`src/rtl/gtg_pkg.sv`:
```
// Shared constants, types and the arctangent table of the go-to-goal controller.
package gtg_pkg;
	localparam int FRAC_BITS     = 11;
	localparam int CORDIC_STAGES = 16;
	localparam int PRESCALE      = 16;
	localparam int POS_W         = 16;
	localparam int HD_W          = 14;
	localparam int SPD_W         = 15;
	localparam int DW            = POS_W + 1;
	localparam int SQ_W          = 2 * DW;
	localparam int SQRT_STEPS    = SQ_W / 2;
	localparam int NSTG          = (CORDIC_STAGES > SQRT_STEPS) ? CORDIC_STAGES : SQRT_STEPS;
	localparam int CW            = DW + PRESCALE + 3;
	localparam int ZW            = 35;
	localparam int REM_W         = SQRT_STEPS + 3;
	localparam int ZQ_W          = ZW - (30 - FRAC_BITS);
	localparam int ERR_W         = ZQ_W + 1;
	localparam int IDX_W         = 5;
	localparam int THR           = ((1 << FRAC_BITS) + 5) / 10;
	localparam longint THR_SQ    = longint'(THR) * longint'(THR);
	localparam logic signed [ZW-1:0] PI_Q30 = 35'sd3373259426;

	localparam logic [1:0] REG_TARGET_X  = 2'd0;
	localparam logic [1:0] REG_TARGET_Y  = 2'd1;
	localparam logic [1:0] REG_GAIN      = 2'd2;
	localparam logic [1:0] REG_MAX_SPEED = 2'd3;

	typedef struct packed {
		logic signed [POS_W-1:0] target_x;
		logic signed [POS_W-1:0] target_y;
		logic [SPD_W-1:0]        gain;
		logic [SPD_W-1:0]        max_speed;
	} cfg_t;

	typedef struct packed {
		logic signed [CW-1:0]  x;
		logic signed [CW-1:0]  y;
		logic signed [ZW-1:0]  z;
		logic [REM_W-1:0]      rem;
		logic [SQRT_STEPS-1:0] root;
		logic [SQ_W-1:0]       nsh;
		logic                  near;
		logic signed [HD_W-1:0] hd;
	} stage_t;

	// atan(2^-i) in Q2.30
	function automatic logic signed [ZW-1:0] atan_q30(input logic [IDX_W-1:0] i);
		logic signed [ZW-1:0] r;
		unique case (i)
			5'd0:  r = 35'sd843314857;
			5'd1:  r = 35'sd497837830;
			5'd2:  r = 35'sd263043837;
			5'd3:  r = 35'sd133525159;
			5'd4:  r = 35'sd67021687;
			5'd5:  r = 35'sd33543516;
			5'd6:  r = 35'sd16775851;
			5'd7:  r = 35'sd8388437;
			5'd8:  r = 35'sd4194283;
			5'd9:  r = 35'sd2097149;
			5'd10: r = 35'sd1048576;
			5'd11: r = 35'sd524288;
			5'd12: r = 35'sd262144;
			5'd13: r = 35'sd131072;
			5'd14: r = 35'sd65536;
			5'd15: r = 35'sd32768;
			5'd16: r = 35'sd16384;
			5'd17: r = 35'sd8192;
			5'd18: r = 35'sd4096;
			5'd19: r = 35'sd2048;
			5'd20: r = 35'sd1024;
			5'd21: r = 35'sd512;
			5'd22: r = 35'sd256;
			default: r = 35'sd128;
		endcase
		return r;
	endfunction
endpackage

```
`src/rtl/gtg_stage.sv`:
```
// Middle stage: CORDIC vectoring if do_cordic, one square-root digit if do_sqrt.
module gtg_stage (
	input  logic                           clk,
	input  logic                           arst_n,
	input  logic                           en,
	input  logic [gtg_pkg::IDX_W-1:0]      idx,
	input  logic                           do_cordic,
	input  logic                           do_sqrt,
	input  logic                           in_valid,
	input  gtg_pkg::stage_t                in_d,
	output logic                           out_valid,
	output gtg_pkg::stage_t                out_d
);
	gtg_pkg::stage_t                 nx;
	logic signed [gtg_pkg::CW-1:0]   xs, ys;
	logic [gtg_pkg::REM_W-1:0]       rem_n, trial;
	logic                            valid_q;
	gtg_pkg::stage_t                 d_q;

	always_comb begin
		nx    = in_d;
		xs    = in_d.x >>> idx;
		ys    = in_d.y >>> idx;
		rem_n = {in_d.rem[gtg_pkg::REM_W-3:0], in_d.nsh[gtg_pkg::SQ_W-1 -: 2]};
		trial = gtg_pkg::REM_W'({in_d.root, 2'b01});
		if (do_cordic) begin
			if (in_d.y > 0) begin
				nx.x = in_d.x + ys;
				nx.y = in_d.y - xs;
				nx.z = in_d.z + gtg_pkg::atan_q30(idx);
			end else begin
				nx.x = in_d.x - ys;
				nx.y = in_d.y + xs;
				nx.z = in_d.z - gtg_pkg::atan_q30(idx);
			end
		end
		if (do_sqrt) begin
			nx.nsh = in_d.nsh << 2;
			if (rem_n >= trial) begin
				nx.rem  = rem_n - trial;
				nx.root = {in_d.root[gtg_pkg::SQRT_STEPS-2:0], 1'b1};
			end else begin
				nx.rem  = rem_n;
				nx.root = {in_d.root[gtg_pkg::SQRT_STEPS-2:0], 1'b0};
			end
		end
	end

	always_ff @(posedge clk or negedge arst_n) begin
		if (!arst_n) begin
			valid_q <= 1'b0;
		end else if (en) begin
			valid_q <= in_valid;
		end
	end

	always_ff @(posedge clk) begin
		if (en) begin
			d_q <= nx;
		end
	end

	assign out_valid = valid_q;
	assign out_d     = d_q;
endmodule

```
`config.mk`:
```
export PLATFORM = sky130hd
export DESIGN_NAME = gtg_stage
export DESIGN_NICKNAME = d
export VERILOG_FILES = /design/src/rtl/gtg_pkg.sv /design/src/rtl/gtg_stage.sv
export SDC_FILE = /design/constraint.sdc
export NUM_CORES = 1
export LEC_CHECK = 0
export BUFFER_PORTS_ARGS = -buffer_cell sky130_fd_sc_hd__buf_2
export CAP_MARGIN = 0
export CELL_PAD_IN_SITES_DETAIL_PLACEMENT = 2
export CELL_PAD_IN_SITES_GLOBAL_PLACEMENT = 2
export CORE_UTILIZATION = 25
export CTS_BUF_LIST = sky130_fd_sc_hd__clkbuf_4
export DETAILED_ROUTE_END_ITERATION = 8
export PLACE_DENSITY = 0.62
export REMOVE_ABC_BUFFERS = 1
export SLEW_MARGIN = 20
export SYNTH_ARGS = -nofsm -noshare
export SYNTH_HDL_FRONTEND = slang
export SYNTH_SLANG_ARGS = --single-unit
export TNS_END_PERCENT = 100
```
`constraint.sdc`:
```
create_clock -name clk -period 0.8 [get_ports clk]
set_clock_uncertainty 0.1 [all_clocks]
set_input_delay 0.24 -clock clk [delete_from_list [all_inputs] [get_ports clk]]
set_output_delay 0.24 -clock clk [all_outputs]
set_load 0.005 [all_outputs]
```
* Word-level counts from Yosys, hierarchy flattened
Memories as Yosys holds them, arrays and structs flattened.
Index checks and enable logic that the tools add are counted.
** Storage, ports and cells
- Register bits after elaboration :: 194
- ROM bits :: 1920
- Logic and storage cells :: 31
- Memories :: 2
** Memory list
- (name not given) :: words 32, bits a word 30, rd ports 1, clocked after Yosys merged registers in 0, wr ports 0, line gtg_pkg.sv:49 : unique case (i)
- (name not given) :: words 32, bits a word 30, rd ports 1, clocked after Yosys merged registers in 0, wr ports 0, line gtg_pkg.sv:49
** Operators by class
- $add $sub $neg :: 7
- Order comparisons :: 2
- Shift-type cells :: 2
- Mux-type cells :: 8
** Operator list (count)
- $mux W107 :: 2
- $mux W35 :: 4
- $add A36 B36 Y36 :: 2
- $sshr A36 B5 Y36 :: 2
- $sub A36 B36 Y36 :: 2
- $mux W71 :: 1
- $mux W37 :: 1
- $gt A36 B1 Y1 const B :: 1
- $add A35 B35 Y35 :: 1
- $sub A35 B35 Y35 :: 1
- $ge A20 B19 Y1 :: 1
- $sub A20 B19 Y20 :: 1

* Longest topological paths before layout
Gate-level depths: netlist (run 1).
- Depth after elaboration :: 6
- Gate-level depth with buffers :: 30
- Depth with buffers taken out :: 25

* Worst setup path before layout (run 1)
No wires, ideal clock.
- Path kind :: input -> register
- From :: input idx[1] (netlist bit)
- To :: register d_q (netlist bit out_d[189]), data pin
- Library setup time :: 0.260 ns
- Data arrival time :: 5.490 ns
- Setup slack :: -5.050 ns
- Stages :: 22
- Buffers on the path :: 2
- Cell sequence :: buf_6 -> buf_6 -> mux4_2 -> mux4_2 -> mux2_2 -> nor4b_4 -> nand4_4 -> nor2_4 -> a21oi_1 -> xnor2_1 -> ha_1 -> a21o_1 -> a21o_1 -> a21o_1 -> a21o_1 -> a2111oi_0 -> a211oi_1 -> o41ai_1 -> nand2b_1 -> a21oi_1 -> xnor2_1 -> mux2_2
** RTL lines
- from (decl) :: line gtg_stage.sv:6 : input logic [gtg_pkg::IDX_W-1:0] idx,
- to (signal assigned) :: line gtg_stage.sv:59 : d_q <= nx;
- to (decl) :: line gtg_stage.sv:18 : gtg_pkg::stage_t d_q;

==> results.toml, run 1 <==
[place]
dp_hpwl_mm = 101
buffer_ports.inserted = 397
gp_congestion = 0.951
dp_slack_ns = -5.87

[drt]
viasPerCell = 5.44
vias = 28152
met1_length_mm = 56.4
highest_layer = "met5"
met3_length_mm = 6.57
drc = 0
wl_met2_mm = 78.8
ant_nets = 0
drt_iter0_drc = 1638
wl_per_cell_um = 29.0
dr.pass1.iters = 5
wl_mm = 150

[timing]
final-hold-violation-count = 73
post-route-period-util_pct = 650
setup_tns_ns = -623.51
setup_viol = 508
fmax_ghz = 0.192
whs_ns = -0.296
final_max_slew_viol_count = 0
worst_slack_ns = -4.40
rsz0062_at_grt = "true"
tightest_slew_ns = 0.860
relSlewSlack_pct = 42.0
min_period_ns = 5.20

[power]
combPwrFrac_pct = 66.5
power-per-cell-area_mw_per_mm2 = 1510
p_clk_share_pct = 11.0
p_seq_share_pct = 22.4
p_switching_mw = 26.0
power_leakage_nw = 17.8
power.internal_mw = 34.7
p_sw_share_pct = 42.9
p_total_mw = 60.7
ir_drop_v = 0.00128

[synth]
synthTopCellsByCount = "nand2_1 (206), edfxtp_1 (193), a21oi_1 (175)"
yosysUniqueCellTypes = 108
yosysWarnings = 0
avgSynthCellArea_um2 = 9.49
ys_ff_latch = 194
synth_edf_count = 193
async_reset_ff_share_pct = 0.515
yosys-top-cells-area = "edfxtp_1 (26%), mux4_2 (9.9%), ha_1 (7.6%), mux2_2 (6.5%), xnor2_1 (4.3%)"
syn-instance-count = 2347
netlist_area_mm2 = 0.0223
yosysTopAreaCell = "edfxtp_1"
synth_top_area_share_pct = 26.0
synth.most_common_cell = "nand2_1"
yosysSeqAreaShare_pct = 26.1
synthFlopType = "edfxtp_1"

[floorplanning]
die-area_mm2 = 0.0903
fp.coreArea_mm2 = 0.0884
die_w_um = 300
die_height_um = 300
start_util_pct = 25.2
rows = 109
ioPinCount = 398

[cells_and_area]
syn2layout_area_growth_pct = 80.1
fin_nets = 4327
nFillCells = 9264
drive_above_1_share_pct = 57.1
postLayoutCoreUtil_pct = 45.4

[setup_path]
cp-end-kind = "register"
worst_path_most_repeated_cell = "buf_4"
crit_path_start = "idx[1]"
cp_max_fo = 6
worstSetupStartpointType = "input port"
critPathMaxStageDelay_ns = 0.55
r2r-start = "out_valid$_DFFE_PN0P_"
reg2reg_depth = 1
criticalPathCategory = "input port to register"
worstPathArrival_ns = 5.80
crit_slowest_cell = "mux4_2"
cp.required_ns = 1.40

[clocking]
cts_buffers = 17
cts_buffer_depth = 2
htree_levels = 4
clock_sinks = 194
clk_latency_ns = 0.87
clk_pin_slew_ns = 0.24
root_buffer = "clkbuf_4"
cts_tree = "built"

[worst_hold_path]
hold_start = "in_d[110]"
hold_class = "input port to register"
hold_depth = 3

[global_route]
grt-ovfl-total = 0
grt_use_total_pct = 29.2
grt_max_degree = 39
grt_pass1_wl_mm = 198
antenna_found_initial = 20
first_global_vias = 30270

[status]
outcome = "finished with violations"
violations = "negative hold slack, negative setup slack"

[run]
drv_cap = 0
-- final cells by class --
cell class	instances	area [um2]	area share [%]
clock buffers	18	135	0.337
multi-input cells	1927	18400	45.8
inverters	84	328	0.817
diodes	14	35.0	0.0873
clock inverters	14	179	0.446
well taps	1165	1460	3.63
repair buffers	1761	13800	34.3
flip-flops and latches	194	5820	14.5
-- power groups by stage --
stage	combinational [mW]	sequential, mW	clock (mW)
after floorplan	13.2	13.9	0
after global placement	28.9	13.7	0
after detailed placement	30.2	13.8	0
after CTS	33.6	13.5	6.78
after global routing	42.3	13.7	7.19
final	40.4	13.6	6.68
-- worst max-delay path, delay by kind of cell --
family | cells | cell delay (ns)
simple gates | 10 | 1.59
buf+inv | 10 | 1.44
compound gates | 5 | 0.95
mux | 2 | 0.77
fa+ha+maj | 2 | 0.50
xor+xnor | 2 | 0.32
-- cells in the final DEF, fill, tap and decap left out, types with 79 or more instances in the layout --
master,netlist,final
buf_4,8,1007
nand2_1,206,176
mux4_2,98,100
ha_1,135,106
a21oi_1,175,108
nor2_1,159,127
mux2_2,128,86
buf_6,11,98
dlygate4sd3_1,0,206
o21ai_0,128,79
buf_2,36,396
edfxtp_1,193,193
xnor2_1,110,80
-- logic make-up after synthesis --
group                      synth area share, %
AOI/OAI and AO/OA                         19.6
xor gates and xnor gates                  7.04
adders and majority gates                 7.85
buffers and inverters                     4.83
DFF                                       26.1
muxes                                     20.8
and+or+nand+nor                           13.8
-- per-stage QoR --
step                      area, um2  instances
after floorplan               21500       2205
after global placement        32800       4755
after detailed placement      32800       4755
after CTS                     37000       5055
after global routing          40100       5176
final                         40100       5177
-- repair_timing --
item	CTS	global route
buffers inserted	61	121
endpoints found under the hold margin	387	97
gates cloned	3	1
pin swaps	123	255
gates resized for setup	321	483
endpoints found under the setup margin	323	421
hold buffers	207	7
-- final timing paths --
| check | end | slack [ns] |
|---|---|---|
| max in group asynchronous | out_valid$_DFFE_PN0P_ | 0.39 |
| worst max register to register | out_valid$_DFFE_PN0P_ | -0.09 |
| worst min register to register | out_valid$_DFFE_PN0P_ | 0.47 |
| min in group asynchronous | out_valid$_DFFE_PN0P_ | 0.11 |
| worst max-delay path | out_d[192]$_DFFE_PP_ | -4.40 |
| worst min-delay path | out_d[110]$_DFFE_PP_ | -0.30 |
-- state kept, by name, indices dropped and copies added (netlist names) --
name       flops
out_d        193
out_valid      1
-- per-layer routing --
metal  global-route usage, %  vias to the layer above
met5                       0                        -
met4                    10.2                        8
met3                    3.55                      406
met2                    54.9                     1014
met1                    33.6                    14474
li1                        -                    12250
(Power assumes the default switching activity.)
==> run 2: changes to the inputs <==
clock period = 4.3 ns   (was 0.8 ns; I/O delays follow)
==> results.toml, run 2 (synthesis results as in run 1) <==
[status]
outcome = "finished with violations"
violations = "negative setup slack"

[power]
power-per-cell-area_mw_per_mm2 = 292
p_clk_share_pct = 11.9
combPwrFrac_pct = 64.6
p_switching_mw = 4.50
power_leakage_nw = 16.2
power.internal_mw = 6.21
p_seq_share_pct = 23.5
p_sw_share_pct = 42.0
ir_drop_v = 0.000202

[timing]
setup_viol = 94
post-route-period-util_pct = 144
relSlewSlack_pct = 35.8
fmax_ghz = 0.161
min_period_ns = 6.20
setup_tns_ns = -120.87
final_max_slew_viol_count = 0
tightest_slew_ns = 0.963
worst_slack_ns = -1.90
final-hold-violation-count = 0
whs_ns = 0.476
rsz0062_at_grt = "true"

[cells_and_area]
multi_input_area_mm2 = 0.0180
layout_commonest_cell = "buf_4"
syn2layout_area_growth_pct = 64.7
fin_nets = 4019
largest_reg_flops = 193
nFillCells = 9536
ff_latch_area_mm2 = 0.00582
final_cells = 4861
drive_above_1_share_pct = 57.8
final_cell_mix = "buf_4 (951), buf_2 (389), edfxtp_1 (193)"
stdcell_area_mm2 = 0.0367

[setup_path]
critPathMaxStageDelay_ns = 0.43
worstSetupStartpointType = "input port"
worst_path_most_repeated_cell = "buf_4"
cp_max_fo = 10
r2r-end = "out_valid$_DFFE_PN0P_"
reg2reg_depth = 1
reg2reg_slack_ns = 3.41
criticalPathCategory = "input port to register"
cp.required_ns = 4.82
r2r-start = "out_valid$_DFFE_PN0P_"
crit_slowest_cell = "a311o_1"
cp-end-kind = "register"
worstPathArrival_ns = 6.71

[drt]
drt_iter0_drc = 1231
ant_nets = 0
vias = 25563
drc = 0
wl_mm = 129
viasPerCell = 5.26
dr.pass1.iters = 5
wl_per_cell_um = 26.4

[global_route]
grt_max_degree = 107
grt-ovfl-total = 0
grt_busiest_layer = "met2"
met2_usage_pct = 50.9
antenna_found_initial = 12
first_global_vias = 28569
grt_use_total_pct = 27.1
use_met1_pct = 31.8
grt_pass1_wl_mm = 184
gr-usage-met3_pct = 3.15

[clocking]
htree_levels = 4
cts_buffers = 17
cts_buffer_depth = 2
clk_pin_slew_ns = 0.23
clk_latency_ns = 0.80
clock_sinks = 194
root_buffer = "clkbuf_4"
cts_tree = "built"

[floorplanning]
fp.coreArea_mm2 = 0.0884
die_height_um = 300
ioPinCount = 398
rows = 109
die-area_mm2 = 0.0903
start_util_pct = 25.2
die_w_um = 300

[worst_hold_path]
hold_start = "out_valid$_DFFE_PN0P_"
hold_end = "out_valid$_DFFE_PN0P_"
hold_class = "register to register"
hold_depth = 1

[place]
buffer_ports.inserted = 397
dp_slack_ns = -3.41
placed_cells = 4635
dp_hpwl_mm = 97.0
placed_area_mm2 = 0.0317
gp_congestion = 0.937

[run]
drv_cap = 0
[run 2: through the flow]
step | power (mW) | util [%]
CTS | 10.2 | 39.7
finish | 10.7 | 41.5
global route | 11.3 | 41.5
detailed placement | 8.04 | 35.9
global placement | 7.81 | 35.9
floorplan | 5.05 | -
[run 2: metal layers]
metal | up-vias | share of wire, %
met5 | - | 0.032
li1 | 11615 | -
met3 | 171 | 3.2
met2 | 601 | 54
met4 | 8 | 3.0
met1 | 13168 | 40
[run 2: layout make-up]
cell class | instances | share of cell area (%)
Multi-Input combinational cell | 1927 | 49.1
Timing Repair Buffer | 1453 | 29.2
Sequential cell | 194 | 15.9
Tap cell | 1165 | 3.97
Inverter | 84 | 0.883
Clock inverter | 15 | 0.590
Clock buffer | 17 | 0.348
Antenna cell | 6 | 0.0409
[run 2: timing repair]
action	4_1_cts	5_1_grt
endpoints found under the setup margin	95	115
hold buffers	1	0
buffers inserted	127	73
pin swaps	199	175
resized for setup	437	235
endpoints found under the hold margin	1	0
gates cloned	6	0
[run 2: worst max path at each step]
stage	end	slack, ns	cells after the start	from
final	out_d[156]$_DFFE_PP_	-1.90	30	idx[0]
after global routing	out_d[156]$_DFFE_PP_	-1.96	30	idx[0]
after CTS	out_d[156]$_DFFE_PP_	-1.55	25	idx[0]
after detailed placement	out_d[156]$_DFFE_PP_	-3.41	29	idx[1]
after global placement	out_d[189]$_DFFE_PP_	-3.37	24	idx[1]
after floorplan	out_d[189]$_DFFE_PP_	-2.75	20	idx[0]
[run 2: power groups by stage]
stage | clock network (mW) | logic (mW) | registers, mW
6_report | 1.27 | 6.92 | 2.51
5_1_grt | 1.38 | 7.34 | 2.54
4_1_cts | 1.35 | 6.32 | 2.52
3_5_place_dp | 0 | 5.48 | 2.56
3_3_place_gp | 0 | 5.26 | 2.55
2_1_floorplan | 0 | 2.46 | 2.58
[run 2: critical path, delay by kind of cell]
| family | cells | cell delay, ns |
|---|---|---|
| fa+ha+maj | 1 | 0.30 |
| simple gates | 8 | 1.45 |
| xor+xnor | 1 | 0.14 |
| buf+inv | 9 | 1.24 |
| compound gates | 10 | 1.97 |
| mux | 1 | 0.27 |
