$ cat src/rtl/gtg_pkg.sv
// Shared constants, types and the arctangent table of the go-to-goal controller.
package gtg_pkg;
	localparam int FRAC_BITS     = 11;
	localparam int CORDIC_STAGES = 16;
	localparam int PRESCALE      = 16;
	localparam int POS_W         = 16;
	localparam int HD_W          = 14;
	localparam int SPD_W         = 15;
	localparam int DW            = POS_W + 1;
	localparam int SQ_W          = 2 * DW;
	localparam int SQRT_STEPS    = SQ_W / 2;
	localparam int NSTG          = (CORDIC_STAGES > SQRT_STEPS) ? CORDIC_STAGES : SQRT_STEPS;
	localparam int CW            = DW + PRESCALE + 3;
	localparam int ZW            = 35;
	localparam int REM_W         = SQRT_STEPS + 3;
	localparam int ZQ_W          = ZW - (30 - FRAC_BITS);
	localparam int ERR_W         = ZQ_W + 1;
	localparam int IDX_W         = 5;
	localparam int THR           = ((1 << FRAC_BITS) + 5) / 10;
	localparam longint THR_SQ    = longint'(THR) * longint'(THR);
	localparam logic signed [ZW-1:0] PI_Q30 = 35'sd3373259426;

	localparam logic [1:0] REG_TARGET_X  = 2'd0;
	localparam logic [1:0] REG_TARGET_Y  = 2'd1;
	localparam logic [1:0] REG_GAIN      = 2'd2;
	localparam logic [1:0] REG_MAX_SPEED = 2'd3;

	typedef struct packed {
		logic signed [POS_W-1:0] target_x;
		logic signed [POS_W-1:0] target_y;
		logic [SPD_W-1:0]        gain;
		logic [SPD_W-1:0]        max_speed;
	} cfg_t;

	typedef struct packed {
		logic signed [CW-1:0]  x;
		logic signed [CW-1:0]  y;
		logic signed [ZW-1:0]  z;
		logic [REM_W-1:0]      rem;
		logic [SQRT_STEPS-1:0] root;
		logic [SQ_W-1:0]       nsh;
		logic                  near;
		logic signed [HD_W-1:0] hd;
	} stage_t;

	// atan(2^-i) in Q2.30
	function automatic logic signed [ZW-1:0] atan_q30(input logic [IDX_W-1:0] i);
		logic signed [ZW-1:0] r;
		unique case (i)
			5'd0:  r = 35'sd843314857;
			5'd1:  r = 35'sd497837830;
			5'd2:  r = 35'sd263043837;
			5'd3:  r = 35'sd133525159;
			5'd4:  r = 35'sd67021687;
			5'd5:  r = 35'sd33543516;
			5'd6:  r = 35'sd16775851;
			5'd7:  r = 35'sd8388437;
			5'd8:  r = 35'sd4194283;
			5'd9:  r = 35'sd2097149;
			5'd10: r = 35'sd1048576;
			5'd11: r = 35'sd524288;
			5'd12: r = 35'sd262144;
			5'd13: r = 35'sd131072;
			5'd14: r = 35'sd65536;
			5'd15: r = 35'sd32768;
			5'd16: r = 35'sd16384;
			5'd17: r = 35'sd8192;
			5'd18: r = 35'sd4096;
			5'd19: r = 35'sd2048;
			5'd20: r = 35'sd1024;
			5'd21: r = 35'sd512;
			5'd22: r = 35'sd256;
			default: r = 35'sd128;
		endcase
		return r;
	endfunction
endpackage

$ cat src/rtl/gtg_back.sv
// Back end: angle rounding, heading error, gain multiply, mode select and clamped speeds.
module gtg_back (
	input  logic                          clk,
	input  logic                          arst_n,
	input  logic                          en,
	input  logic                          in_valid,
	input  gtg_pkg::stage_t               in_d,
	input  gtg_pkg::cfg_t                 cfg,
	output logic                          out_valid,
	output logic [gtg_pkg::SPD_W-1:0]     linear_speed,
	output logic [gtg_pkg::SPD_W-1:0]     angular_speed
);
	logic signed [gtg_pkg::ZW-1:0]    zr;
	logic signed [gtg_pkg::ZQ_W-1:0]  zq;
	logic signed [gtg_pkg::ERR_W-1:0] err;
	logic [gtg_pkg::ERR_W-1:0]        aerr;

	logic                             valid_s1, valid_s2, valid_s3;
	logic [gtg_pkg::ERR_W-1:0]        aerr_s1, aerr_s2;
	logic [gtg_pkg::SQRT_STEPS-1:0]   dist_s1;
	logic                             near_s1, near_s2;
	logic [31:0]                      prod_s2;
	logic [gtg_pkg::SQ_W-gtg_pkg::FRAC_BITS-1:0] lin_raw;
	logic [gtg_pkg::SPD_W-1:0]        lin_s3, ang_s3;

	always_comb begin
		zr   = (in_d.z + (gtg_pkg::ZW'(1) <<< (29 - gtg_pkg::FRAC_BITS)))
			>>> (30 - gtg_pkg::FRAC_BITS);
		zq   = zr[gtg_pkg::ZQ_W-1:0];
		err  = {zq[gtg_pkg::ZQ_W-1], zq}
			- gtg_pkg::ERR_W'(in_d.hd);
		aerr = (err < 0) ? gtg_pkg::ERR_W'(-err) : gtg_pkg::ERR_W'(err);
		lin_raw = (gtg_pkg::SQ_W-gtg_pkg::FRAC_BITS)'(prod_s2 >> gtg_pkg::FRAC_BITS);
	end

	always_ff @(posedge clk or negedge arst_n) begin
		if (!arst_n) begin
			valid_s1 <= 1'b0;
			valid_s2 <= 1'b0;
			valid_s3 <= 1'b0;
		end else if (en) begin
			valid_s1 <= in_valid;
			valid_s2 <= valid_s1;
			valid_s3 <= valid_s2;
		end
	end

	always_ff @(posedge clk) begin
		if (en) begin
			aerr_s1 <= aerr;
			dist_s1 <= in_d.root;
			near_s1 <= in_d.near;
			prod_s2 <= 32'(cfg.gain) * 32'(dist_s1);
			aerr_s2 <= aerr_s1;
			near_s2 <= near_s1;
			lin_s3  <= '0;
			ang_s3  <= '0;
			if (!near_s2) begin
				if (aerr_s2 > gtg_pkg::ERR_W'(gtg_pkg::THR)) begin
					ang_s3 <= aerr_s2[gtg_pkg::ERR_W-1] ? '1
						: aerr_s2[gtg_pkg::SPD_W-1:0];
				end else if (lin_raw > gtg_pkg::SQ_W'(cfg.max_speed)) begin
					lin_s3 <= cfg.max_speed;
				end else begin
					lin_s3 <= lin_raw[gtg_pkg::SPD_W-1:0];
				end
			end
		end
	end

	assign out_valid     = valid_s3;
	assign linear_speed  = lin_s3;
	assign angular_speed = ang_s3;

`ifndef NO_ASSERTIONS
	a_one_drive: assert property (@(posedge clk) disable iff (!arst_n)
		valid_s3 && (lin_s3 != '0) |-> (ang_s3 == '0))
		else $error("both drives nonzero");
	a_lin_clamp: assert property (@(posedge clk) disable iff (!arst_n)
		valid_s3 |-> (lin_s3 <= cfg.max_speed))
		else $error("linear speed above clamp");
	a_turn_thr: assert property (@(posedge clk) disable iff (!arst_n)
		valid_s3 && (ang_s3 != '0) |-> (ang_s3 > gtg_pkg::SPD_W'(gtg_pkg::THR)))
		else $error("turn rate below threshold");
`endif
endmodule

$ cat config.mk
export PLATFORM = sky130hd
export DESIGN_NAME = gtg_back
export DESIGN_NICKNAME = d
export VERILOG_FILES = /design/src/rtl/gtg_pkg.sv /design/src/rtl/gtg_back.sv
export SDC_FILE = /design/constraint.sdc
export NUM_CORES = 1
export LEC_CHECK = 0
export BUFFER_PORTS_ARGS = -buffer_cell sky130_fd_sc_hd__buf_2
export CAP_MARGIN = 20
export CORE_MARGIN = 3
export CORE_UTILIZATION = 44
export CTS_BUF_LIST = sky130_fd_sc_hd__clkbuf_2
export DETAILED_ROUTE_END_ITERATION = 8
export GPL_ROUTABILITY_DRIVEN = 0
export PLACE_DENSITY_LB_ADDON = 0.25
export REMOVE_ABC_BUFFERS = 1
export SETUP_SLACK_MARGIN = 0.2
export SLEW_MARGIN = 20
export SYNTH_ARGS = -nofsm -noshare
export SYNTH_HDL_FRONTEND = slang
export SYNTH_SLANG_ARGS = --single-unit
$ cat constraint.sdc
create_clock -name clk -period 8.2 [get_ports clk]
set_input_delay 0 -clock clk [delete_from_list [all_inputs] [get_ports clk]]
set_output_delay 0 -clock clk [all_outputs]
set_load 0.02 [all_outputs]
* Word level (Yosys, flattened, before mapping)
Cells that the tools add are included.
Operators by class: magnitude comparators 3, mux-type cells 3, bitwise operators 1, multipliers 1, add/sub/neg operators 3, reductions and logical operators 2
Operators with widths (count):
- 35-bit by 20-bit adder with 35-bit output, second input constant | 1
- 15-bit by 17-bit multiplier with 32-bit output | 1
- 15-bit 2-to-1 mux | 2
- 21-bit by 15-bit greater-than comparator with 1-bit output | 1
- 17-bit by 8-bit greater-than comparator with 1-bit output, second input constant | 1
- 17-bit by 1-bit less-than comparator with 1-bit output, second input constant | 1
- 17-bit 2-to-1 mux | 1
- 17-bit negation | 1
- 16-bit by 14-bit subtractor with 17-bit output | 1
- 2-bit OR reduction | 2
- 1-bit NOT | 1
Word-level totals: output and inout bits 31, input port bits 259, register bits after elaboration 118, logic and storage cells 24

* Depth between registers and ports, before layout
Gate-level depths: netlist of the first run.
depth in word-level cells 4, gate-level depth with buffers 23, depth with buffers taken out 22

* Worst setup path after synthesis of the first run
OpenSTA, ideal clock, no wires.
path kind flip-flop to flip-flop, from register dist_s1[5] (netlist bit), to register prod_s2[21], data pin, buffers on the path 1, clock period less this slack 6.212 ns, path slack 1.988 ns, arrival 5.954 ns, setup time 0.258 ns, data required time 7.942 ns, cell stages (with the launch flop) 24, cells stage by stage edfxtp_1 -> clkbuf_1 -> and2_1 -> fa_1 -> inv_1 -> fa_1 -> inv_1 -> fa_1 -> inv_1 -> fa_1 -> inv_1 -> fa_1 -> inv_1 -> fa_1 -> inv_1 -> ha_1 -> and3_1 -> and3_1 -> a211oi_2 -> nor3_2 -> or2_4 -> or3_1 -> a31oi_1 -> xnor2_1
On the way: longest elaborated chain between the ends 1
RTL lines:
- start, declared | RTL line gtg_back.sv:20 | logic [gtg_pkg::SQRT_STEPS-1:0] dist_s1;
- start signal, assigned | RTL line gtg_back.sv:51 | dist_s1 <= in_d.root;
- 15-bit by 17-bit multiplier with 32-bit output | RTL line gtg_back.sv:53 | prod_s2 <= 32'(cfg.gain) * 32'(dist_s1);
- end signal, assigned | RTL line gtg_back.sv:53
- end, declared | RTL line gtg_back.sv:22 | logic [31:0] prod_s2;
Every way passes these cells. A chain may end at the register's enable or synchronous reset.

* Final worst setup path of the first run
from register dist_s1[5] (netlist bit), to register prod_s2[31], data pin
Same word-level chain as after synthesis.

==> key figures, run 1 <==
Worst setup path
  • CP Class: reg2reg
  • Max FO, Critical Path: 15
  • CP endpoint kind: register
  • Worst setup SP type: register
  • Worst-case reg-to-reg path depth: 22
  • Crit path cell chain: and2_1, fa_1, inv_1, fa_1, inv_1, fa_1, inv_1, fa_1, inv_1, fa_1, inv_1, fa_1, inv_1, ha_1, and3_1, and3_1, a211oi_2, nor3_2, o41ai_4, o21bai_1, nor3_1, a211oi_1
  • WP depth: 22
  • Number of buffers and inverters on the critical path: 6
  • Slowest stage delay, CP: a little over 700 ps
  • CP top delay family: adder cells
  • Crit path DAT: between 7000 and 8000 ps
  • Crit path required time: approximately 8600 ps
  • CP max-delay cell: edfxtp_1

STA
  • Final period util: 0.824
  • Fin crit period: 6760 ps
  • Final setup fails: 0
  • Final Hold Viols: 0
  • Slew headroom: 0.305
  • Hold Slack: 73.4 ps
  • Fin Setup TNS: 0 ps
  • Worst-margin pin slew: approximately 1000 ps
  • Clock skew: 88.9 ps
  • RSZ-0062 raised after global routing: false
  • Max-slew violations: 0
  • FMAX: between 100 and 150 MHz

Synthesis
  • Mean Syn Cell Area: approximately 10 µm²
  • Yosys reg bits: approximately 110
  • Post-synth ARST share: 0.0280
  • Synth cell types: 69
  • EDFF count, synth: about 100
  • Primary FF master, synth: edfxtp_1
  • Register area share after synthesis: 0.234
  • YS warnings: 0
  • Post-synthesis cell area: between 10,000 and 15,000 µm²
  • Cells after Synth: between 1,000 and 1,500

Clocking
  • Max clock buf depth: 2
  • Clk sinks: 107
  • H-tree depth: 3
  • CTS tree: built
  • CTS resizes: 0
  • Clock transition at the registers of the reported paths: 420 ps
  • Post-CTS Setup Bufs: 0
  • CTS Root Cell: clkbuf_2
  • Hold-fix buffers at CTS: about 60
  • Clk_lat worst skew: 720 ps
  • CTS buffer count: 9

Job
  • Max-Cap Viols: 0

Placed design
  • IO Port Bufs: 113
  • Cell Count Post-Placement: ~1,800
  • DP Area: about 15,000 µm²
  • DP Wirelength: 22.9 mm

Layout
  • Share of cells above drive strength 1: 0.111
  • Final Instance Area: between 15,000 and 20,000 µm²
  • Area growth syn-to-layout: 12.5%
  • Final cell count without fillers: 1,911
  • Nets@finish: between 2,000 and 2,500

Floorplanning
  • Starting Density: 0.455
  • Die Wd: between 150 and 200 µm
  • Die Y: 182 µm
  • Core ar.: 30,100 µm²
  • I/O pins: 290
  • Cell Rows: 63
  • DIE AREA: roughly 33,000 µm²

GRT
  • Global-route wire length before repair: between 40 and 50 mm
  • Largest net degree at the start of global routing: just under 90
  • Gr usage total: 0.179
  • Vias in the first global route: between 10,000 and 15,000
  • Total grt overflow: 0
  • Antenna violations before repair: 4

Drt
  • Iter 0 DRT Violations: just under 400
  • Drt pass-1 iters: 5
  • Antenna viol nets, final: 0
  • Vias post-DR: 9,655
  • Vias/cell: just over 5
  • Final WL: between 20 and 30 mm
  • # DRC: 0
  • WL per Instance: ~15 µm

Power
  • Leakage: ~7.3 nW
  • Pwr/cell area: 398 nW/µm²
  • Worst VDD drop: between 500 and 600 µV

Run status
  • Status: finished, final reports clean

Hold path
  • Hold Crit Class: in2reg
  • Hold path cells: 5
-- per-layer routing --
| layer | track usage | routed length, µm | up-vias |
|---|---|---|---|
| li1 | - | - | 4643 |
| met5 | 0 | 7 | - |
| met4 | 0.0399 | 352 | 2 |
| met1 | 0.244 | 13000 | 4805 |
| met2 | 0.303 | 13900 | 176 |
| met3 | 0.0289 | 1240 | 29 |
-- path summary, 6_finish.rpt --
kind | from | end | slack (ps)
worst max-delay path | dist_s1[5] | prod_s2[31] | 1440
max in group asynchronous | arst_n | out_valid | 7920
worst min-delay path | in_d[7] | aerr_s1[7] | 70
worst max register to register | dist_s1[5] | prod_s2[31] | 1440
worst min register to register | aerr_s1[12] | aerr_s2[12] | 470
min in group asynchronous | arst_n | valid_s1 | 150
-- report_power, final --
part           internal [mW]  switching (mW)
sequential             0.982          0.0658
combinational           2.17            2.62
clock                 0.0584           0.223
-- placed cells by master (no fill, tap or decap), types with 27 or more instances in the layout --
master         instances
a21oi_1               46
edfxtp_1             104
o21ai_0               27
inv_1                268
nor2_1                34
dlygate4sd3_1         62
buf_2                112
and2_1               153
fa_1                 193
ha_1                 126
nand3_1               29
xnor2_1               37
nand2_1              117
-- final cells by class --
| class | instances | area, µm² |
|---|---|---|
| Fill cell | 2817 | 14700 |
| Tap cell | 390 | 488 |
| Clock inverter | 7 | 91.3 |
| Timing Repair Buffer | 182 | 1240 |
| Multi-Input combinational cell | 945 | 9320 |
| Sequential cell | 107 | 3200 |
| Antenna cell | 3 | 7.51 |
| Clock buffer | 9 | 45.0 |
| Inverter | 268 | 1010 |
-- worst register-to-register path, cell delays in order (launching register included) --
cell and delay [ps]:
edfxtp_1 720, and2_1 270, fa_1 530, inv_1 50, fa_1 530, inv_1 50, fa_1 490, inv_1 50
fa_1 480, inv_1 60, fa_1 540, inv_1 60, fa_1 530, inv_1 50, ha_1 340, and3_1 210
and3_1 210, a211oi_2 290, nor3_2 120, o41ai_4 350, o21bai_1 250, nor3_1 230, a211oi_1 70
-- kinds of logic after synthesis --
group                    Yosys count  synth area share
AO/OA/AOI/OAI                    160            0.0824
XOR/XNOR                          62            0.0402
AND/OR/NAND/NOR                  398             0.156
flip-flops                       107             0.234
adder cells (fa/ha/maj)          319             0.398
buffers and inverters            312            0.0858
multiplexers                       6           0.00475
-- state kept, by name (all words and copies together) (netlist names) --
signal / count
prod_s2: 21
aerr_s1: 17
aerr_s2: 17
dist_s1: 17
angular_speed: 15
linear_speed: 15
near_s1: 1
near_s2: 1
out_valid: 1
valid_s1: 1
valid_s2: 1
-- Yosys cell counts, types with 5 or more instances --
master	n	area share
xnor2_1	37	0.024
nor2b_1	10	0.0046
a21oi_1	46	0.017
fa_1	193	0.28
nand2b_1	7	0.0032
o21ai_0	27	0.0099
nand4_1	11	0.0050
and3_1	7	0.0032
and2_1	153	0.070
a31oi_1	5	0.0023
ha_1	126	0.12
nand3_1	29	0.011
o21a_1	18	0.0099
clkbuf_1	41	0.011
xor2_1	24	0.015
nor3_1	7	0.0026
nor2_1	34	0.0093
edfxtp_1	104	0.23
nand2_1	117	0.032
inv_1	268	0.074
a21o_1	12	0.0066
-- per-stage QoR --
stage / worst slack (ps) / power [mW] / util
after floorplan: 2050 / 4.84 / -
after global placement: 1580 / 5.81 / 0.486
after detailed placement: 1530 / 5.89 / 0.486
after CTS: 1410 / 6.24 / 0.511
after global routing: 1100 / 6.95 / 0.511
final: 1440 / 6.12 / 0.511
Power figures use the tool's default switching activity.
==> run 2: changes to the inputs <==
- ABC_AREA: not set -> 1
- clock period: 8.2 -> 7 ns (I/O delays scaled with it)
==> key figures, run 2 <==
Layout
  • Nets@finish: 2,526 (+21%)
  • Area growth syn-to-layout: 10.7%
  • Commonest non-fill, non-tap cell in the layout: inv_1
  • Fillers: 3,149 (+12%)
  • Max reg flops: 21 (unchanged)
  • Share of cells above drive strength 1: 0.0845 (-0.0268)
  • Top reg by flops: prod_s2
  • Fin util: 0.497 (-0.0148)
  • Most frequent cells in the layout: inv_1 (504), nand2_1 (449), fa_1 (193), ha_1 (126), buf_2 (112)

Drt
  • Vias/cell: 4.77 (-5.5%)
  • Antenna viol nets, final: 0 (unchanged)
  • Vias post-DR: 11,400 (+18%)
  • WL per Instance: 13.5 µm (-9.7%)
  • # DRC: 0 (unchanged)
  • Final WL: 32.2 mm (+13%)
  • Drt pass-1 iters: 5 (unchanged)
  • Iter 0 DRT Violations: 717 (+82%)

Worst setup path
  • Slowest stage delay, CP: 780 ps (+60 ps)
  • Max FO, Critical Path: 15 (unchanged)
  • Worst path most repeated cell: fa_1
  • Crit path cell chain: nand2_1, inv_1, fa_1, inv_1, fa_1, inv_1, fa_1, fa_1, fa_1, inv_1, fa_1, inv_1, ha_1, a21oi_1, o21ai_0, a21oi_1, nor3_1, a211oi_1, nand2_1, nand2_1, nand2_1
  • Crit path required time: 7470 ps (-1170 ps)
  • CP Class: reg2reg
  • Worst setup SP type: register
  • CP endpoint kind: register
  • Crit path DAT: 6560 ps (-640 ps)
  • CP max-delay cell: edfxtp_1

Run status
  • Status: finished, final reports clean

Floorplanning
  • Core ar.: 32,600 µm² (+8.3%)
  • I/O pins: 290 (unchanged)
  • Die Wd: 188 µm (+3.3%)
  • Die Y: 188 µm (+3.3%)
  • Starting Density: 0.449 (-0.00598)
  • DIE AREA: 35,500 µm² (+6.7%)
  • Cell Rows: 66 (+4.8%)

STA
  • Final Hold Viols: 0 (unchanged)
  • Final setup fails: 0 (unchanged)
  • Worst-margin pin slew: 868 ps (-175 ps)
  • Fin Setup TNS: 0 ps (unchanged)
  • Clock skew: 76.6 ps (-12.3 ps)
  • Final period util: 0.871 (+0.0468)
  • Fin crit period: 6100 ps (-661 ps)
  • RSZ-0062 raised after global routing: false
  • Max-slew violations: 0 (unchanged)
  • Hold Slack: 70.3 ps (-3.18 ps)
  • FMAX: 164 MHz (+11%)
  • Slew headroom: 0.421 (+0.117)

Hold path
  • Hold Crit Class: in2reg

Clocking
  • CTS Root Cell: clkbuf_2
  • Max clock buf depth: 2 (unchanged)
  • CTS buffer count: 9 (unchanged)
  • Clk sinks: 107 (unchanged)
  • Clk_lat worst skew: 660 ps (-60 ps)
  • Post-CTS Setup Bufs: 0 (unchanged)
  • CTS tree: built
  • Clock transition at the registers of the reported paths: 360 ps (-60 ps)
  • H-tree depth: 3 (unchanged)

Synthesis
  • EDFF count, synth: 104 (unchanged)
  • Top-area cell type share of the netlist area: 0.264 (-0.0182)
  • Cells after Synth: 1,822 (+34%)
  • Yosys top cell by area: fa_1
  • Primary FF master, synth: edfxtp_1
  • Post-synthesis cell area: 14,600 µm² (+6.9%)
  • Post-synth ARST share: 0.0280 (unchanged)
  • YS warnings: 0 (unchanged)
  • Mean Syn Cell Area: 8.03 µm² (-20%)
  • Largest cells by area after synthesis: fa_1 (26%), edfxtp_1 (21%), inv_1 (13%)
  • Synth cell types: 43 (-38%)
  • Commonest cells post-synth: inv_1 (504), nand2_1 (449), fa_1 (193)
  • Yosys reg bits: 107 (unchanged)
  • Cell with the most instances after synthesis: inv_1
  • Register area share after synthesis: 0.219 (-0.0151)

GRT
  • Antenna violations before repair: 1 (-3)
  • Total grt overflow: 0 (unchanged)
  • Gr usage total: 0.190 (+0.0107)
  • Global-route wire length before repair: 56.0 mm (+15%)
  • Vias in the first global route: 11,900 (+16%)
  • Largest net degree at the start of global routing: 72 (-17%)

Placed design
  • DP Wirelength: 26.4 mm (+15%)
  • IO Port Bufs: 113 (unchanged)

Job
  • Max-Cap Viols: 0 (unchanged)
[run 2: changes by cell type after synthesis, moves of 11 or more]
cell / before / now
nor3_1: 7 / 18
o21a_1: 18 / 6
xnor2_1: 37 / 12
nor2_1: 34 / 92
a21oi_1: 46 / 70
nand2_1: 117 / 449
nand3_1: 29 / 45
inv_1: 268 / 504
and2_1: 153 / 0
[run 2: repair_timing]
action / 4_1_cts / 5_1_grt
hold endpoints to repair: 77 / 1
hold buffers: 52 / 1
gates resized for setup: 0 / 0
[run 2: worst paths after layout]
| kind | startpoint | end | slack [ps] | cells after the start |
|---|---|---|---|---|
| hold reg to reg | aerr_s1[14] | aerr_s2[14] | 420 | 0 |
| min in group asynchronous | arst_n | valid_s2 | 160 | 3 |
| hold / removal | in_d[64] | dist_s1[15] | 70 | 2 |
| setup reg to reg | dist_s1[4] | prod_s2[27] | 900 | 21 |
| setup / recovery | dist_s1[4] | prod_s2[27] | 900 | 21 |
| max in group asynchronous | arst_n | out_valid | 6700 | 3 |
[run 2: metrics by stage]
stage | worst slack, ps | cell area (µm²) | instances
finish | 902 | 16200 | 2396
global route | 526 | 16200 | 2396
global placement | 947 | 15600 | 2326
floorplan | 1560 | 14400 | 1766
CTS | 874 | 16200 | 2394
detailed placement | 900 | 15600 | 2326
[run 2: kinds of logic (layout without fill, tap and decap cells)]
logic type               after synthesis  count (layout)  share of synthesized area
XOR/XNOR                              46              46                     0.0275
buffers and inverters                562             693                      0.146
AO/OA/AOI/OAI                        131             131                     0.0498
other                                  0               1                          0
flip-flops                           107             107                      0.219
AND/OR/NAND/NOR                      656             656                      0.185
adder cells (fa/ha/maj)              319             319                      0.372
multiplexers                           1               1                   0.000770
[run 2: per-layer routing]
metal	part of all wire	vias to the layer above	GRT usage	wire [µm]
met5	0	-	0	0
met4	0.015	0	0.0410	472
met3	0.039	39	0.0208	1260
met2	0.51	246	0.337	16300
met1	0.44	5470	0.252	14200
li1	-	5680	-	-
[run 2: worst max-delay path, delay by kind of cell, from the launching register on]
kind,cells,cell delay (ps)
AND/OR/NAND/NOR,5,420
flip-flops,1,780
AO/OA/AOI/OAI,4,880
adder cells (fa/ha/maj),7,3530
buffers and inverters,5,300
[run 2: cell type report]
| type | count | area, µm² | share of cell area |
|---|---|---|---|
| multi-input cells | 1153 | 9300 | 0.574 |
| diodes | 1 | 2.50 | 0.000154 |
| clock buffers | 9 | 45.0 | 0.00278 |
| flip-flops and latches | 107 | 3200 | 0.197 |
| inverters | 506 | 1900 | 0.117 |
| repair buffers | 171 | 1140 | 0.0701 |
| clock inverters | 7 | 68.8 | 0.00425 |
| well taps | 442 | 553 | 0.0341 |
Power of run 2 is not shown: default switching activity piles up to over one toggle a cycle in this logic, so the estimate is an artifact.
==> run 3: changes to the inputs <==
- ABC_AREA: 1 -> 0
- BUFFER_PORTS_ARGS: -buffer_cell sky130_fd_sc_hd__buf_2 -> -buffer_cell sky130_fd_sc_hd__buf_4
- CORE_UTILIZATION: 44 -> 55
==> key figures, run 3 (synthesis gave the netlist of run 1 again) <==
Power
  • Clk pwr share: 0.041
  • Total power draw: roughly 7 mW
  • Worst VDD drop: between 600 and 700 µV
  • Sw frac: 0.476
  • Pwr/cell area: around 470 nW/µm²
  • Sw power: between 3 and 4 mW
  • Leakage: 7.33 nW
  • Sequential Power Share: 0.170
  • Comb power frac: 0.789
  • Internal: approximately 3.8 mW

Drt
  • Iter 0 DRT Violations: 507 (-29%)
  • Drt pass-1 iters: 5 (unchanged)
  • WL per Instance: 15.6 µm (+16%)
  • # DRC: 0 (unchanged)
  • Antenna viol nets, final: 0 (unchanged)
  • Vias post-DR: 9,710 (-15%)
  • Final WL: 28.7 mm (-11%)
  • Vias/cell: 5.29 (+11%)

STA
  • Clock skew: 68.2 ps (-8.39 ps)
  • Max-slew violations: 0 (unchanged)
  • RSZ-0062 raised after global routing: false
  • Slew headroom: 0.296 (-0.125)
  • Fin Setup TNS: 0 ps (unchanged)
  • Final period util: 0.925 (+0.0536)
  • Final Hold Viols: 0 (unchanged)
  • Final setup fails: 0 (unchanged)
  • FMAX: 154 MHz (-5.8%)
  • Fin crit period: 6470 ps (+375 ps)
  • Worst-margin pin slew: 1050 ps (+186 ps)

Clocking
  • Max clock buf depth: 2 (unchanged)
  • H-tree depth: 3 (unchanged)
  • CTS Root Cell: clkbuf_2
  • Clk_lat worst skew: 660 ps (about the same)
  • Clock transition at the registers of the reported paths: 370 ps (about the same)
  • Clk sinks: 107 (unchanged)
  • CTS buffer count: 9 (unchanged)
  • CTS tree: built

Hold path
  • Hold Crit Class: in2reg
  • Hold path cells: 2 (unchanged)

GRT
  • Antenna violations before repair: 2 (+1)
  • Gr usage total: 0.225 (+0.0350)
  • Total grt overflow: 0 (unchanged)
  • Largest net degree at the start of global routing: 81 (+13%)
  • Global-route wire length before repair: 47.9 mm (-15%)
  • Vias in the first global route: 10,000 (-15%)

Worst setup path
  • Crit path required time: 7420 ps (-50 ps)
  • Worst setup SP type: register
  • Worst-case reg-to-reg path depth: 19 (-9.5%)
  • CP endpoint kind: register
  • Max FO, Critical Path: 15 (unchanged)
  • CP Class: reg2reg
  • Reg2reg setup slack: 530 ps (-370 ps)
  • Crit path DAT: 6900 ps (+340 ps)

Floorplanning
  • Starting Density: 0.561 (+0.113)
  • Cell Rows: 57 (-14%)
  • Die Wd: 164 µm (-13%)
  • Die Y: 164 µm (-13%)
  • I/O pins: 290 (unchanged)
  • DIE AREA: 26,800 µm² (-24%)
  • Core ar.: 24,400 µm² (-25%)

Layout
  • Commonest non-fill, non-tap cell in the layout: inv_1
  • Share of cells above drive strength 1: 0.115 (+0.0302)
  • Top reg by flops: prod_s2
  • Nets@finish: 2,082 (-18%)
  • Area growth syn-to-layout: 13.1%
  • Fillers: 2,066 (-34%)
  • Max reg flops: 21 (unchanged)
  • Most frequent cells in the layout: inv_1 (268), fa_1 (193), and2_1 (153), ha_1 (126), buf_4 (125)

Placed design
  • IO Port Bufs: 113 (unchanged)
  • DP Wirelength: 23.0 mm (-13%)

Run status
  • Status: finished, final reports clean

Job
  • Max-Cap Viols: 0 (unchanged)
==> run 3: cell types whose count changed in the layout (fill, tap and decap cells not counted), moves of 25 or more <==
| cell | change |
|---|---|
| and2_1 | +153 |
| buf_2 | -112 |
| buf_4 | +119 |
| inv_1 | -236 |
| nand2_1 | -332 |
| nor2_1 | -58 |
| xnor2_1 | +25 |
==> run 3: final cells by class <==
cell class,count,area [µm²],share of cell area
multi-input combinational,945,9310,0.602
sequential,107,3200,0.207
timing repair buffer,173,1420,0.0917
inverter,268,1010,0.0650
tap,324,405,0.0262
clock inverter,7,81.3,0.00526
clock buffer,9,45.0,0.00291
antenna,2,5.00,0.000323
==> run 3: worst paths after layout <==
kind / from / endpoint
max reg2reg: dist_s1[4] / prod_s2[31]
min reg2reg: aerr_s1[13] / aerr_s2[13]
max: dist_s1[4] / prod_s2[31]
max in group asynchronous: arst_n / valid_s2
min in group asynchronous: arst_n / valid_s1
min: in_d[54] / dist_s1[5]
==> run 3: power by group through the flow <==
stage                     Sequential, mW  Clock, mW  Combinational (mW)
after floorplan                     1.23          0                4.44
after global placement              1.24          0                5.57
after detailed placement            1.24          0                5.70
after CTS                           1.23      0.302                5.78
after global routing                1.24      0.327                6.56
final                               1.23      0.296                5.68
==> run 3: per-stage QoR <==
step	hold WS, ps	area, µm²	utilization	cells	worst slack [ps]
finish	37.4	15500	0.634	1835	527
global route	1.51	15500	0.634	1835	219
CTS	3.18	15400	0.633	1830	540
detailed placement	-208	14900	0.609	1768	614
global placement	-210	14900	0.609	1768	658
floorplan	-296	13500	-	1320	853
==> run 3: worst max-delay path, cell delays in order (launching register included) <==
cell and delay, ps:
edfxtp_1 750, and2_1 270, fa_1 500, inv_1 60
fa_1 530, inv_1 50, fa_1 520, fa_1 530
fa_1 580, inv_1 70, fa_1 530, inv_1 40
ha_1 330, nor2b_1 150, o21ai_0 160, a21oi_1 160
o41ai_4 420, o21bai_1 240, nor3_1 260, a211oi_1 80
==> run 3: metal layers <==
layer	vias up	wire length, µm	global-route usage
li1	4643	-	-
met1	4817	12500	0.304
met2	212	14200	0.383
met3	38	1460	0.0333
met4	0	482	0.0573
met5	-	0	0
==> run 3: what timing repair did <==
item	in CTS	in global routing
hold endpoints to repair	66	2
hold buffers	46	2
gates resized for setup	0	0
buffers inserted	0	0
